==> src/rtl/lra_pkg.sv <==
// Shared constants, types and state codes for the largest-remainder
// apportionment unit. No dependencies.
`timescale 1ns / 1ps
`default_nettype none

package lra_pkg;

  localparam int MAX_LEGS    = 16;
  localparam int MAX_WORKERS = 256;

  localparam int IDX_W    = $clog2(MAX_LEGS);         // leg index
  localparam int CNT_W    = $clog2(MAX_LEGS + 1);     // leg count, holds MAX_LEGS
  localparam int IN_W     = 16;                       // input weight field
  localparam int WEIGHT_W = 17;                       // stored weight
  localparam int TOTAL_W  = 21;                       // weight sum / remainder
  localparam int SHARE_W  = 9;                        // worker count / share
  localparam int QUOT_W   = SHARE_W;                  // quotient never exceeds N
  localparam int PROD_W   = WEIGHT_W + SHARE_W;       // w * N
  localparam int DSR_W    = TOTAL_W + QUOT_W - 1;     // divisor aligned to top quotient bit
  localparam int STEP_W   = $clog2(QUOT_W + 1);

  localparam logic [IN_W-1:0]    ZERO_WEIGHT_VALUE = IN_W'(100);
  localparam logic [SHARE_W-1:0] MAX_WORKERS_V     = SHARE_W'(MAX_WORKERS);

  // sequencer codes
  localparam logic [2:0] ST_LOAD = 3'd0;
  localparam logic [2:0] ST_MUL  = 3'd1;
  localparam logic [2:0] ST_DIV  = 3'd2;
  localparam logic [2:0] ST_TOP  = 3'd3;
  localparam logic [2:0] ST_SCAN = 3'd4;
  localparam logic [2:0] ST_PICK = 3'd5;
  localparam logic [2:0] ST_OUT  = 3'd6;

  typedef struct packed {
    logic                 done;
    logic [QUOT_W-1:0]    quotient;
    logic [TOTAL_W-1:0]   remainder;
  } div_res_t;

endpackage

`default_nettype wire

==> src/rtl/lra_div.sv <==
// Restoring divider, one quotient bit per cycle.
// Depends on lra_pkg.
`timescale 1ns / 1ps
`default_nettype none

module lra_div (
  input  wire logic                        clk,
  input  wire logic                        rst_n,
  input  wire logic                        start,
  input  wire logic [lra_pkg::PROD_W-1:0]  dividend,
  input  wire logic [lra_pkg::TOTAL_W-1:0] divisor,
  output lra_pkg::div_res_t                res
);

  logic                         busy_r, busy_nxt;
  logic                         done_r, done_nxt;
  logic [lra_pkg::STEP_W-1:0]   step_r, step_nxt;
  logic [lra_pkg::PROD_W-1:0]   rem_r, rem_nxt;
  logic [lra_pkg::DSR_W-1:0]    dsr_r, dsr_nxt;
  logic [lra_pkg::QUOT_W-1:0]   quo_r, quo_nxt;
  logic                         ge;

  // dividend < divisor * 2^QUOT_W always holds, so the top step starts at QUOT_W-1
  assign ge = lra_pkg::DSR_W'(rem_r) >= dsr_r;

  always_comb begin
    busy_nxt = busy_r;
    done_nxt = 1'b0;
    step_nxt = step_r;
    rem_nxt  = rem_r;
    dsr_nxt  = dsr_r;
    quo_nxt  = quo_r;
    if (start) begin
      busy_nxt = 1'b1;
      step_nxt = '0;
      rem_nxt  = dividend;
      dsr_nxt  = lra_pkg::DSR_W'(divisor) << (lra_pkg::QUOT_W - 1);
      quo_nxt  = '0;
    end else if (busy_r) begin
      if (ge) begin
        rem_nxt = rem_r - dsr_r[lra_pkg::PROD_W-1:0];
      end
      quo_nxt  = {quo_r[lra_pkg::QUOT_W-2:0], ge};
      dsr_nxt  = dsr_r >> 1;
      step_nxt = step_r + 1'b1;
      if (step_r == lra_pkg::STEP_W'(lra_pkg::QUOT_W - 1)) begin
        busy_nxt = 1'b0;
        done_nxt = 1'b1;
      end
    end
  end

  always_ff @(posedge clk) begin
    if (!rst_n) begin
      busy_r <= 1'b0;
      done_r <= 1'b0;
      step_r <= '0;
    end else begin
      busy_r <= busy_nxt;
      done_r <= done_nxt;
      step_r <= step_nxt;
    end
    rem_r <= rem_nxt;
    dsr_r <= dsr_nxt;
    quo_r <= quo_nxt;
  end

  assign res.done      = done_r;
  assign res.quotient  = quo_r;
  assign res.remainder = rem_r[lra_pkg::TOTAL_W-1:0];

endmodule

`default_nettype wire

==> src/rtl/largest_remainder_apportion_unit.sv <==
// Top level of the largest-remainder (Hamilton) apportionment unit:
// weight capture, sequencer, remainder scan and output register.
// Depends on lra_pkg and lra_div.
`timescale 1ns / 1ps
`default_nettype none

// Channel   Direction  Handshake            Word
// in_       sink       in_valid/in_ready    leg_weight, last_leg
// out_      source     out_valid/out_ready  leg_index, leg_share, overflow, last_result
// cfg_      sink       cfg_valid/cfg_ready  reactor_count
//
// A weight word not marked last keeps the unit loading. The last word starts the plan:
// for each of the L stored legs, a multiply step and a divider run; then up to L-1
// top-up rounds, each a remainder scan over all legs through the single comparator
// and a pick; then the result words, one per cycle while out_ready is high. in_ready
// is low until the last result word sits in the output register. Synchronous active-low reset;
// no clearing pass. cfg_ready is always high.

module largest_remainder_apportion_unit (
  input  wire logic                        clk,
  input  wire logic                        rst_n,
  input  wire logic                        in_valid,
  output      logic                        in_ready,
  input  wire logic [lra_pkg::IN_W-1:0]    in_leg_weight,
  input  wire logic                        in_last_leg,
  output      logic                        out_valid,
  input  wire logic                        out_ready,
  output      logic [3:0]                  out_leg_index,
  output      logic [lra_pkg::SHARE_W-1:0] out_leg_share,
  output      logic                        out_overflow,
  output      logic                        out_last_result,
  input  wire logic                        cfg_valid,
  output      logic                        cfg_ready,
  input  wire logic [lra_pkg::SHARE_W-1:0] cfg_reactor_count
);

  // per-leg stores, each read only at idx_r
  logic [lra_pkg::WEIGHT_W-1:0] wstore_r [lra_pkg::MAX_LEGS];
  logic [lra_pkg::SHARE_W-1:0]  base_r   [lra_pkg::MAX_LEGS];
  logic [lra_pkg::TOTAL_W-1:0]  rem_r    [lra_pkg::MAX_LEGS];

  logic [2:0]                   state_r, state_nxt;
  logic [lra_pkg::SHARE_W-1:0]  rcount_r, rcount_nxt;
  logic [lra_pkg::SHARE_W-1:0]  n_r, n_nxt;
  logic [lra_pkg::TOTAL_W-1:0]  total_r, total_nxt;
  logic [lra_pkg::CNT_W-1:0]    cnt_r, cnt_nxt;
  logic [lra_pkg::MAX_LEGS-1:0] topped_r, topped_nxt;
  logic                         drop_r, drop_nxt;
  logic [lra_pkg::IDX_W-1:0]    idx_r, idx_nxt;
  logic [lra_pkg::SHARE_W-1:0]  given_r, given_nxt;
  logic                         found_r, found_nxt;
  logic [lra_pkg::IDX_W-1:0]    pick_r, pick_nxt;
  logic [lra_pkg::TOTAL_W-1:0]  best_r, best_nxt;

  logic                         out_valid_r, out_valid_nxt;
  logic [3:0]                   out_idx_r, out_idx_nxt;
  logic [lra_pkg::SHARE_W-1:0]  out_share_r, out_share_nxt;
  logic                         out_ovf_r, out_ovf_nxt;
  logic                         out_last_r, out_last_nxt;

  logic                         in_acc;
  logic                         store_en;
  logic [lra_pkg::WEIGHT_W-1:0] w_in;
  logic [lra_pkg::SHARE_W-1:0]  n_clamped;
  logic [lra_pkg::IDX_W-1:0]    last_idx;
  logic                         at_last;
  logic                         div_start;
  logic [lra_pkg::PROD_W-1:0]   prod;
  logic                         div_wr;
  logic                         out_load;
  lra_pkg::div_res_t            div_res;

  assign in_ready  = (state_r == lra_pkg::ST_LOAD);
  assign cfg_ready = 1'b1;
  assign in_acc    = in_valid && in_ready;
  assign store_en  = in_acc && (cnt_r < lra_pkg::CNT_W'(lra_pkg::MAX_LEGS));

  // zero weight means the default of 100
  assign w_in = (in_leg_weight == '0) ? lra_pkg::WEIGHT_W'(lra_pkg::ZERO_WEIGHT_VALUE)
                                      : lra_pkg::WEIGHT_W'(in_leg_weight);

  assign n_clamped = (rcount_r > lra_pkg::MAX_WORKERS_V) ? lra_pkg::MAX_WORKERS_V : rcount_r;

  // cnt_r >= 1 whenever a plan runs
  assign last_idx = lra_pkg::IDX_W'(cnt_r - 1'b1);
  assign at_last  = (idx_r == last_idx);

  // single multiplier, result captured in the divider
  assign prod      = lra_pkg::PROD_W'(wstore_r[idx_r]) * lra_pkg::PROD_W'(n_r);
  assign div_start = (state_r == lra_pkg::ST_MUL);
  assign div_wr    = (state_r == lra_pkg::ST_DIV) && div_res.done;

  lra_div u_div (
    .clk      (clk),
    .rst_n    (rst_n),
    .start    (div_start),
    .dividend (prod),
    .divisor  (total_r),
    .res      (div_res)
  );

  assign out_load = (state_r == lra_pkg::ST_OUT) && (!out_valid_r || out_ready);

  always_comb begin
    state_nxt     = state_r;
    rcount_nxt    = rcount_r;
    n_nxt         = n_r;
    total_nxt     = total_r;
    cnt_nxt       = cnt_r;
    topped_nxt    = topped_r;
    drop_nxt      = drop_r;
    idx_nxt       = idx_r;
    given_nxt     = given_r;
    found_nxt     = found_r;
    pick_nxt      = pick_r;
    best_nxt      = best_r;
    out_valid_nxt = out_valid_r;
    out_idx_nxt   = out_idx_r;
    out_share_nxt = out_share_r;
    out_ovf_nxt   = out_ovf_r;
    out_last_nxt  = out_last_r;

    if (cfg_valid && cfg_ready) begin
      rcount_nxt = cfg_reactor_count;
    end

    if (out_valid_r && out_ready) begin
      out_valid_nxt = 1'b0;
    end

    case (state_r)
      lra_pkg::ST_LOAD: begin
        if (in_acc) begin
          if (store_en) begin
            total_nxt = total_r + lra_pkg::TOTAL_W'(w_in);
            cnt_nxt   = cnt_r + 1'b1;
          end else begin
            drop_nxt = 1'b1;
          end
          if (in_last_leg) begin
            n_nxt     = n_clamped;
            idx_nxt   = '0;
            given_nxt = '0;
            state_nxt = lra_pkg::ST_MUL;
          end
        end
      end
      lra_pkg::ST_MUL: begin
        state_nxt = lra_pkg::ST_DIV;
      end
      lra_pkg::ST_DIV: begin
        if (div_res.done) begin
          given_nxt = given_r + div_res.quotient;
          if (at_last) begin
            state_nxt = lra_pkg::ST_TOP;
          end else begin
            idx_nxt   = idx_r + 1'b1;
            state_nxt = lra_pkg::ST_MUL;
          end
        end
      end
      lra_pkg::ST_TOP: begin
        idx_nxt   = '0;
        found_nxt = 1'b0;
        state_nxt = (given_r >= n_r) ? lra_pkg::ST_OUT : lra_pkg::ST_SCAN;
      end
      lra_pkg::ST_SCAN: begin
        // strict compare keeps the lower index on a tie
        if (!topped_r[idx_r] && (!found_r || rem_r[idx_r] > best_r)) begin
          found_nxt = 1'b1;
          pick_nxt  = idx_r;
          best_nxt  = rem_r[idx_r];
        end
        if (at_last) begin
          state_nxt = lra_pkg::ST_PICK;
        end else begin
          idx_nxt = idx_r + 1'b1;
        end
      end
      lra_pkg::ST_PICK: begin
        idx_nxt = '0;
        if (found_r) begin
          topped_nxt[pick_r] = 1'b1;
          given_nxt          = given_r + 1'b1;
          state_nxt          = lra_pkg::ST_TOP;
        end else begin
          state_nxt = lra_pkg::ST_OUT;
        end
      end
      lra_pkg::ST_OUT: begin
        if (out_load) begin
          out_valid_nxt = 1'b1;
          out_idx_nxt   = 4'(idx_r);
          out_share_nxt = base_r[idx_r] + lra_pkg::SHARE_W'(topped_r[idx_r]);
          out_ovf_nxt   = drop_r;
          out_last_nxt  = at_last;
          if (at_last) begin
            // plan done: clear for the next one
            cnt_nxt    = '0;
            total_nxt  = '0;
            topped_nxt = '0;
            drop_nxt   = 1'b0;
            state_nxt  = lra_pkg::ST_LOAD;
          end else begin
            idx_nxt = idx_r + 1'b1;
          end
        end
      end
      default: begin
        state_nxt = lra_pkg::ST_LOAD;
      end
    endcase
  end

  always_ff @(posedge clk) begin
    if (!rst_n) begin
      state_r     <= lra_pkg::ST_LOAD;
      rcount_r    <= lra_pkg::SHARE_W'(1);
      total_r     <= '0;
      cnt_r       <= '0;
      topped_r    <= '0;
      drop_r      <= 1'b0;
      out_valid_r <= 1'b0;
    end else begin
      state_r     <= state_nxt;
      rcount_r    <= rcount_nxt;
      total_r     <= total_nxt;
      cnt_r       <= cnt_nxt;
      topped_r    <= topped_nxt;
      drop_r      <= drop_nxt;
      out_valid_r <= out_valid_nxt;
    end
    n_r         <= n_nxt;
    idx_r       <= idx_nxt;
    given_r     <= given_nxt;
    found_r     <= found_nxt;
    pick_r      <= pick_nxt;
    best_r      <= best_nxt;
    out_idx_r   <= out_idx_nxt;
    out_share_r <= out_share_nxt;
    out_ovf_r   <= out_ovf_nxt;
    out_last_r  <= out_last_nxt;
  end

  always_ff @(posedge clk) begin
    if (store_en) begin
      wstore_r[cnt_r[lra_pkg::IDX_W-1:0]] <= w_in;
    end
    if (div_wr) begin
      base_r[idx_r] <= div_res.quotient;
      rem_r[idx_r]  <= div_res.remainder;
    end
  end

  assign out_valid       = out_valid_r;
  assign out_leg_index   = out_idx_r;
  assign out_leg_share   = out_share_r;
  assign out_overflow    = out_ovf_r;
  assign out_last_result = out_last_r;

endmodule

`default_nettype wire

==> config.mk <==
export PLATFORM = sky130hd
export DESIGN_NAME = largest_remainder_apportion_unit
export DESIGN_NICKNAME = d
export VERILOG_FILES = /design/src/rtl/lra_pkg.sv /design/src/rtl/lra_div.sv /design/src/rtl/largest_remainder_apportion_unit.sv
export SDC_FILE = /design/constraint.sdc
export NUM_CORES = 1
export LEC_CHECK = 0
export ABC_AREA = 1
export ABC_CLOCK_PERIOD_IN_PS = 8700
export BUFFER_PORTS_ARGS = -buffer_cell sky130_fd_sc_hd__buf_4
export CORE_MARGIN = 2
export CORE_UTILIZATION = 48
export DETAILED_ROUTE_END_ITERATION = 7
export PLACE_DENSITY = 0.63
export SLEW_MARGIN = 40
export SYNTH_ARGS = -nofsm -noshare
export SYNTH_HDL_FRONTEND = slang
export SYNTH_SLANG_ARGS = --single-unit
==> constraint.sdc <==
create_clock -name clk -period 8.7 [get_ports clk]
set_input_delay 2.175 -clock clk [delete_from_list [all_inputs] [get_ports clk]]
set_output_delay 2.175 -clock clk [all_outputs]
set_load 0.05 [all_outputs]
==> Word-level counts from Yosys, hierarchy flattened <==
Memory sizes are Yosys's and may differ from the RTL's. A register that Yosys moved wholly into a read port is not among the register bits.
Index checks and enable logic that the tools add are counted.
{ "totals": {"regBits": 189, "mem_bits_rw": 736, "input_bits": 31, "elab_cells": 167, "mem_count": 3} }
{ "op_classes": {"n_addsub": 9, "multipliers": 1, "magnitude_cmp": 8, "n_eq_ne": 18, "n_mux": 66, "bitwise_logic": 3, "reduce_logical": 35} }
{ "mem_list": {"columns": ["name", "depth", "word_bits", "rd", "rd_ports_with_merged_regs", "write_ports", "line_no", "text"], "rows": [
  ["rem_r", 16, 21, 1, 1, 1, "largest_remainder_apportion_unit.sv:40", "logic [lra_pkg::TOTAL_W-1:0] rem_r [lra_pkg::MAX_LEGS];"],
  ["wstore_r", 16, 16, 1, 1, 1, "largest_remainder_apportion_unit.sv:38", "logic [lra_pkg::WEIGHT_W-1:0] wstore_r [lra_pkg::MAX_LEGS];"],
  ["base_r", 16, 9, 1, 1, 1, "largest_remainder_apportion_unit.sv:39", "logic [lra_pkg::SHARE_W-1:0] base_r [lra_pkg::MAX_LEGS];"]
]} }
{ "op_table": {"columns": ["operator", "count"], "rows": [
  ["21-bit 2-to-1 mux", 4],
  ["26-bit 2-to-1 mux", 3],
  ["16-bit 2-to-1 mux", 4],
  ["29-bit 2-to-1 mux", 2],
  ["21-bit case mux with 2 select lines", 1],
  ["9-bit 2-to-1 mux", 4],
  ["4-bit 2-to-1 mux", 8],
  ["16-bit case mux with 2 select lines", 1],
  ["26-bit by 29-bit >= comparator with 1-bit output", 1],
  ["9-bit case mux with 3 select lines", 1],
  ["17-bit by 9-bit multiplier with 26-bit output", 1],
  ["26-bit subtractor", 1],
  ["21-bit by 16-bit adder with 21-bit output", 1],
  ["21-bit greater-than comparator", 1],
  ["3-bit 2-to-1 mux", 7],
  ["3-bit case mux with 7 select lines", 1],
  ["5-bit 2-to-1 mux", 4],
  ["4-bit case mux with 5 select lines", 1],
  ["5-bit AND reduction", 4],
  ["1-bit 2-to-1 mux", 18],
  ["16-bit zero test", 1],
  ["16-bit OR", 1],
  ["2-bit inequality test, second input constant", 6],
  ["4-bit by 5-bit < comparator with 1-bit output, second input constant", 2],
  ["other kinds (35)", 62]
]} }

==> Depth between registers and ports, before layout <==
Gate-level depths: netlist of run 1.
{ "depth": {"word_depth": 7, "ltp_mapped": 32, "ltp_nobuf": 29} }

==> Modules after synthesis <==
From an unflattened synthesis of run 1, not the netlist that was laid out.
{ "hier_totals": {"cells_unflattened": 4450, "hier_area_um2": 45912.8} }
{ "by_module_without_submodules": {"columns": ["mod", "instances", "cells_each", "area_each_um2"], "rows": [
  ["largest_remainder_apportion_unit", 1, 3747, 41035.6],
  ["lra_div", 1, 703, 4877.2]
]} }

==> Worst setup path before layout of run 1 <==
Ideal clock, no wire load.
{ "synth_path": {"path_kind": "reg2reg", "from": "register with a tool-made name", "to": "register u_div.rem_r[24] in the netlist's numbering, data pin", "setup_ps": 253, "arrival_ps": 4753, "setup_slack_ps": 3694, "stages_incl_launch_ff": 29, "path_buffers": 4, "synth_period_minus_slack_ps": 5006, "path_cell_list": "dfxtp_1 buf_6 buf_8 buf_6 buf_6 nor2_1 o22ai_1 o211ai_1 nand2_2 inv_2 nor2_1 fa_1 inv_1 fa_1 inv_1 fa_1 inv_1 fa_1 inv_1 ha_1 nand2_1 nor2_1 inv_1 nor3_1 nand3_1 nand3_1 nand2_1 nand3_1 nand2_1"} }
{ "synth_lines": {"columns": ["item", "line_no", "text"], "rows": [
  ["to (signal assigned)", "lra_div.sv:63", "rem_r <= rem_nxt;"],
  ["to (decl)", "lra_div.sv:18", "logic [lra_pkg::PROD_W-1:0] rem_r, rem_nxt;"]
]} }

==> out/metrics.yaml, run 1 <==
status: "completed"
die_area_um2: 97800
cts_resized: 0
cp_top_family: "adder cells"
grt_pass1_vias: 31200
cp.buffers_inverters: 5
ys_types: 49
ys_warn_count: 0
ys.flop_type: "edfxtp_1"
rows: 113
crit_path_end_kind: "flop"
portBuffers: 47
dpl_cell_area_um2: 47200
antenna_found_initial: 0
multi_input_area_um2: 15900
worstPathMaxFanout: 128
hold_path_end: "topped_r[11]"
cts.sinks: 929
worstPathRequired_ns: 9.12
postCtsHoldBufs: 0
crit_chain: "clkinv_8 > buf_4 > nor2_1 > nor2_1 > o21ai_0 > o211ai_1 > nand3_1 > nand2_2 > nand2_1 > fa_1 > fa_1 > inv_1 > fa_1 > inv_1 > fa_1 > inv_1 > ha_1 > a21oi_1 > o21ai_0 > a21o_1 > nand2_1 > nand3b_1 > nand3_1 > nand2_1"
initial_core_util_pct: 48.3
h-tree-depth: 3
post_cts_buffers: 0
hp-start: "topped_r[11]"
cap_violations: 0
hold_path_class: "flop to flop"
dp_hpwl_mm: 73.9
grt_pass1_wl_mm: 186
vias_per_cell: 5.63
cts_buffers: 97
wl_mm: 121
min_period_ns: 6.55
crit_type: "flop to flop"
core_um2: 94700
cts_tree: "done"
nets: 4659
insertion_delay_ns: 0.71
cpPeakStageDelay_ns: 0.75
io_pins: 49
drc_errors: 0
fin_area_um2: 50500
hold_viol_final: 0
cp_common_cell: "fa_1"
grt_overflow: 0
r2r_cells: 24
r2r_setup_slack_ns: 2.15
slew_viol_final: 0
antenna_cells: 0
skew_ns: 0.0484
hold_depth: 2
nFillCells: 8271
grt_start_max_net_pins: 129
num_vias: 32300
synth-seq-cells: 929
fin_setup_tns_ns: 0
syn_to_final_growth_pct: 10.3
cts.clk_slew.worst_paths_ns: 0.06
drt_pass1_iterations: 8
cp_slowest_cell: "dfxtp_4"
rsz0062_at_grt: "no"
synthArstFlopShare_pct: 0
gp_congestion: 0.883
cts_buffer_depth: 3
final.period_utilization_pct: 75.3
fp.dieW_um: 313
max_slew_margin_pct: 44.2
syn_area_per_cell_um2: 10.4
syn_nets: 4668
ff_latch_area_um2: 27100
wire_per_inst_um: 21.2
fmax_mhz: 153
synthCells: 4394
cp.arrival_ns: 6.97
setup_viol: 0
synthesis.area_um2: 45800
grt_usage_pct: 24.8
drtIter0Drc: 3278
worstSetupStartpointType: "flop"
r2r_end: "u_div.rem_r[15]"
synth_edf_count: 846
tightest_slew_ns: 0.837
cts-root-buf: "clkbuf_16"
die_h_um: 313
seq_area_frac_synth_pct: 59.1
detail-route-antenna-nets: 0
drive_gt1_share_pct: 8.24
-- synthesized netlist by cell type (all sizes together), types with 7 or more instances --
cell | instances | area share, %
a21oi | 169 | 1.8
and2 | 7 | 0.096
buf | 106 | 1.6
clkbuf | 105 | 0.86
dfxtp | 83 | 3.6
edfxtp | 846 | 56
fa | 102 | 4.5
ha | 141 | 3.9
inv | 486 | 4.0
nand2 | 763 | 6.4
nand3 | 205 | 2.3
nand3b | 16 | 0.27
nand4 | 38 | 0.52
nor2 | 599 | 5.0
nor3 | 18 | 0.20
o211ai | 57 | 0.94
o21ai | 430 | 4.7
o221ai | 101 | 1.9
o22ai | 49 | 0.67
o31ai | 16 | 0.26
xor2 | 18 | 0.34
-- layout make-up --
cell class | instances | share of cell area, %
repair buffers | 103 | 1.60
clock buffers | 126 | 5.23
clock inverters | 56 | 1.17
well taps | 1265 | 3.14
multi-input cells | 2767 | 31.5
flip-flops and latches | 929 | 53.7
inverters | 487 | 3.67
-- metrics by stage --
step                      cells  hold WS, ns  utilization [%]  setup WS [ns]
after floorplan            4394        0.408                -           3.69
after global placement     5551        0.444             49.8           2.24
after detailed placement   5551        0.450             49.9           2.23
after CTS                  5733        0.461             53.3           2.19
after global routing       5733        0.479             53.3           1.71
final                      5733        0.460             53.3           2.15
-- worst min-delay path: stages (launching register included) --
cell and delay (ns):
dfxtp_1 0.32, a21oi_1 0.04, nor2_1 0.07
-- registers in the layout, indices dropped and copies added, names as in the netlist, 3 cells and up, named ones only --
| signal | count |
|---|---|
| u_div.quo_r | 9 |
| cnt_r | 5 |
| n_r | 9 |
| best_r | 21 |
| idx_r | 4 |
| out_leg_index | 4 |
| u_div.rem_r | 26 |
| total_r | 21 |
| u_div.dsr_r | 29 |
| rcount_r | 9 |
| topped_r | 16 |
| u_div.step_r | 4 |
| given_r | 9 |
| state_r | 3 |
| pick_r | 4 |
| rem_r | 336 |
| base_r | 144 |
| wstore_r | 256 |
| out_leg_share | 9 |
-- layout by cell type (no fill, tap or decap), types with 20 or more instances in the layout --
master	Yosys	layout
edfxtp_1	846	846
nand2_1	742	740
nor2_1	584	550
inv_1	462	458
o21ai_0	413	413
nand3_1	203	203
a21oi_1	169	169
ha_1	141	141
fa_1	102	102
o221ai_1	101	101
buf_4	17	99
clkbuf_16	0	98
dfxtp_1	83	79
o211ai_1	57	57
o22ai_1	49	49
nand4_1	38	38
nor2_2	14	31
clkinv_2	0	24
inv_2	20	22
nand2_2	20	22
clkbuf_1	105	20
-- kinds of logic after synthesis --
| group | after synthesis | synth area share (%) |
|---|---|---|
| compound gates | 841 | 10.7 |
| xor+xnor | 23 | 0.440 |
| fa+ha+maj | 243 | 8.32 |
| buf+inv | 698 | 6.46 |
| flops | 929 | 59.1 |
| other cells | 1 | 0.00819 |
| simple gates | 1659 | 14.9 |
-- worst max-delay path by stage --
stage | from | cells past startpoint | slack [ns] | endpoint
2_1_floorplan | flop | 28 | 3.69 | u_div.rem_r[24]
3_3_place_gp | flop | 28 | 2.24 | u_div.rem_r[16]
3_5_place_dp | flop | 24 | 2.23 | u_div.rem_r[19]
4_1_cts | flop | 24 | 2.19 | u_div.rem_r[19]
5_1_grt | flop | 24 | 1.71 | u_div.rem_r[15]
6_report | flop | 24 | 2.15 | u_div.rem_r[15]
-- layer usage --
metal  vias up  global-route usage, %  wire [um]
met5         -                      0          0
met4         0                   7.44       3310
met2      1114                   41.3      57900
met3       214                   3.38       8120
li1      15100                      -          -
met1     15900                   34.1      52000
Power of run 1 is left out: the tool's default activity adds up to more than one toggle a clock period on the data nets, which glitch-free logic cannot reach.
==> run 2: changes to the inputs <==
Settings changed: ABC_CLOCK_PERIOD_IN_PS 8700 to 5300, PLACE_DENSITY 0.63 to 0.66.
Clock period 8.7 ns to 5.3 ns, I/O delays scaled along.
==> run 2 against run 1 <==
Sequential share of layout area fell by 2.6 points. Global-route usage rose by 0.23 points. Fmax rose by 24%. Setup slack got worse by 2.1 ns. Worst hold slack improved by 0.0025 ns. Register-to-register slack got worse by 2.1 ns. Core utilization rose by 2.7 points. Non-clock buffer count rose by 175. Die area did not move. Flip-flop and latch count did not move. Final cell count rose by 3.0%.
==> out/metrics.yaml, run 2 (same netlist as run 1, synthesis figures left out) <==
status: "completed"
largest_reg_flops: 336  # unchanged
cap_violations: 0  # unchanged
tightest_slew_ns: 0.840  # +0.00266 ns
slew_viol_final: 0  # unchanged
drtIter0Drc: 3430  # +4.6%
r2r_end: "u_div.rem_r[25]"
rows: 113  # unchanged
wl_mm: 124  # +2.3%
min_period_ns: 5.27  # -1.29 ns
cts.clk_slew.worst_paths_ns: 0.06  # about the same
hold_path_class: "flop to flop"
nets: 4832  # +3.7%
worstPathRequired_ns: 5.71  # -3.41 ns
grt_start_max_net_pins: 90  # -30%
syn_to_final_growth_pct: 15.9
wire_per_inst_um: 21.0  # -0.65%
antenna_found_initial: 4  # +4
drive_gt1_share_pct: 15.0  # +6.8 points
fmax_mhz: 190  # +24%
portBuffers: 47  # unchanged
io_pins: 49  # unchanged
r2r_setup_slack_ns: 0.03  # -2.11 ns
crit_path_end_kind: "flop"
hp-start: "topped_r[13]"
insertion_delay_ns: 0.68  # -0.03 ns
regMostFlops: "rem_r"
cts_buffer_depth: 3  # unchanged
drc_errors: 0  # unchanged
cp.arrival_ns: 5.68  # -1.29 ns
crit_end: "u_div.rem_r[25]"
worst-path-stages: 24  # unchanged
vias_per_cell: 5.62  # -0.33%
fin_util_pct: 56.0  # +2.7 points
postCtsHoldBufs: 0  # unchanged
r2r_cells: 24  # unchanged
final_common_cell: "edfxtp_1"
cp_slowest_cell: "fa_1"
setup_viol: 0  # unchanged
grt_pass1_vias: 31900  # +2.3%
grt_pass1_wl_mm: 188  # +0.88%
grt_usage_pct: 25.1  # +0.23 points
worstSetupStartpointType: "flop"
die_area_um2: 97800  # unchanged
crit_type: "flop to flop"
initial_core_util_pct: 48.3  # unchanged
cts.sinks: 929  # unchanged
final_cell_mix: "edfxtp_1 (846), nand2_1 (699), nor2_1 (514)"
final.period_utilization_pct: 99.4  # +24 points
gp_congestion: 0.880  # -0.41%
hold_ws_ns: 0.462  # +0.00249 ns
cpPeakStageDelay_ns: 0.56  # -0.19 ns
drt_pass1_iterations: 8  # unchanged
max_slew_margin_pct: 44.0  # -0.18 points
cp_top_family: "adder cells"
detail-route-antenna-nets: 0  # unchanged
skew_ns: 0.0525  # +0.00419 ns
cp_common_cell: "fa_1"
worstPathMaxFanout: 8  # -94%
cts_tree: "done"
worst_slack_ns: 0.0327  # -2.11 ns
cp.buffers_inverters: 8  # +3
rsz0062_at_grt: "yes"
fp.dieW_um: 313  # unchanged
die_h_um: 313  # unchanged
cts_buffers: 95  # -2.1%
hold_viol_final: 0  # unchanged
cts-root-buf: "clkbuf_16"
place_ws_ns: -0.143  # -2.37 ns
dp_hpwl_mm: 78.1  # +5.6%
grt_overflow: 0  # unchanged
core_um2: 94700  # unchanged
crit_chain: "buf_12 > buf_12 > buf_8 > nor2_4 > o22ai_1 > o211ai_1 > nand2_4 > inv_4 > nor2_1 > fa_1 > inv_2 > fa_1 > inv_1 > fa_1 > inv_1 > fa_1 > inv_2 > ha_4 > a21oi_1 > o21ai_1 > a21oi_2 > nand4_1 > nand3_2 > nand2_2"
h-tree-depth: 3  # unchanged
num_vias: 33200  # +2.7%
-- run 2: cell count changes in the layout (fill, tap and decap cells not counted), sizes merged, moves of 2 or more --
cell / previous run / this run
clkbuf: 126 / 123
inv: 489 / 487
buf: 103 / 275
diode: 0 / 4
-- run 2: through the flow --
| step | cell area (um^2) | TNS [ns] | cells |
|---|---|---|---|
| after detailed placement | 48300 | -1.78 | 5674 |
| after global routing | 53000 | -1.98 | 5901 |
| after floorplan | 45800 | 0 | 4394 |
| after CTS | 52000 | -0.00228 | 5869 |
| after global placement | 48200 | -0.927 | 5668 |
| final | 53000 | 0 | 5905 |
-- run 2: cell type report --
class | count | area, um^2
antenna | 4 | 10.0
clock buffer | 121 | 2560
clock inverter | 54 | 561
fill | 7874 | 41700
inverter | 487 | 1890
multi-input combinational | 2767 | 16800
sequential | 929 | 27100
tap | 1265 | 1580
timing repair buffer | 278 | 2550
-- run 2: worst min-delay path by stage --
stage                               to  slack (ns)  cells after the start
after floorplan           out_overflow        0.41                      0
after global placement     topped_r[8]        0.44                      2
after detailed placement   topped_r[4]        0.45                      2
after CTS                  topped_r[2]        0.46                      2
after global routing       topped_r[2]        0.48                      2
final                     topped_r[13]        0.46                      2
-- run 2: repair_timing --
action,in CTS,in global routing
buffers inserted,18,29
pin swaps,22,168
endpoints found under the hold margin,0,0
resized for setup,65,268
setup endpoints to repair,18,18
gates cloned,2,2
-- run 2: worst reg2reg max path, cell delays in order (launching register included) --
cell and delay (ns):
dfxtp_4 0.38, buf_12 0.16, buf_12 0.15, buf_8 0.13, nor2_4 0.09, o22ai_1 0.08
o211ai_1 0.31, nand2_4 0.15, inv_4 0.13, nor2_1 0.06, fa_1 0.56, inv_2 0.05
fa_1 0.52, inv_1 0.05, fa_1 0.50, inv_1 0.05, fa_1 0.49, inv_2 0.05
ha_4 0.24, a21oi_1 0.21, o21ai_1 0.17, a21oi_2 0.22, nand4_1 0.13, nand3_2 0.10
nand2_2 0.05
-- run 2: routing by layer --
layer | global-route usage (%) | routed length, um | vias up
met4 | 8.65 | 4300 | 2
li1 | - | - | 15500
met5 | 0 | 12 | -
met3 | 3.59 | 9100 | 242
met1 | 34.2 | 51700 | 16200
met2 | 41.3 | 59100 | 1254
Power of run 2 is left out for the same reason.
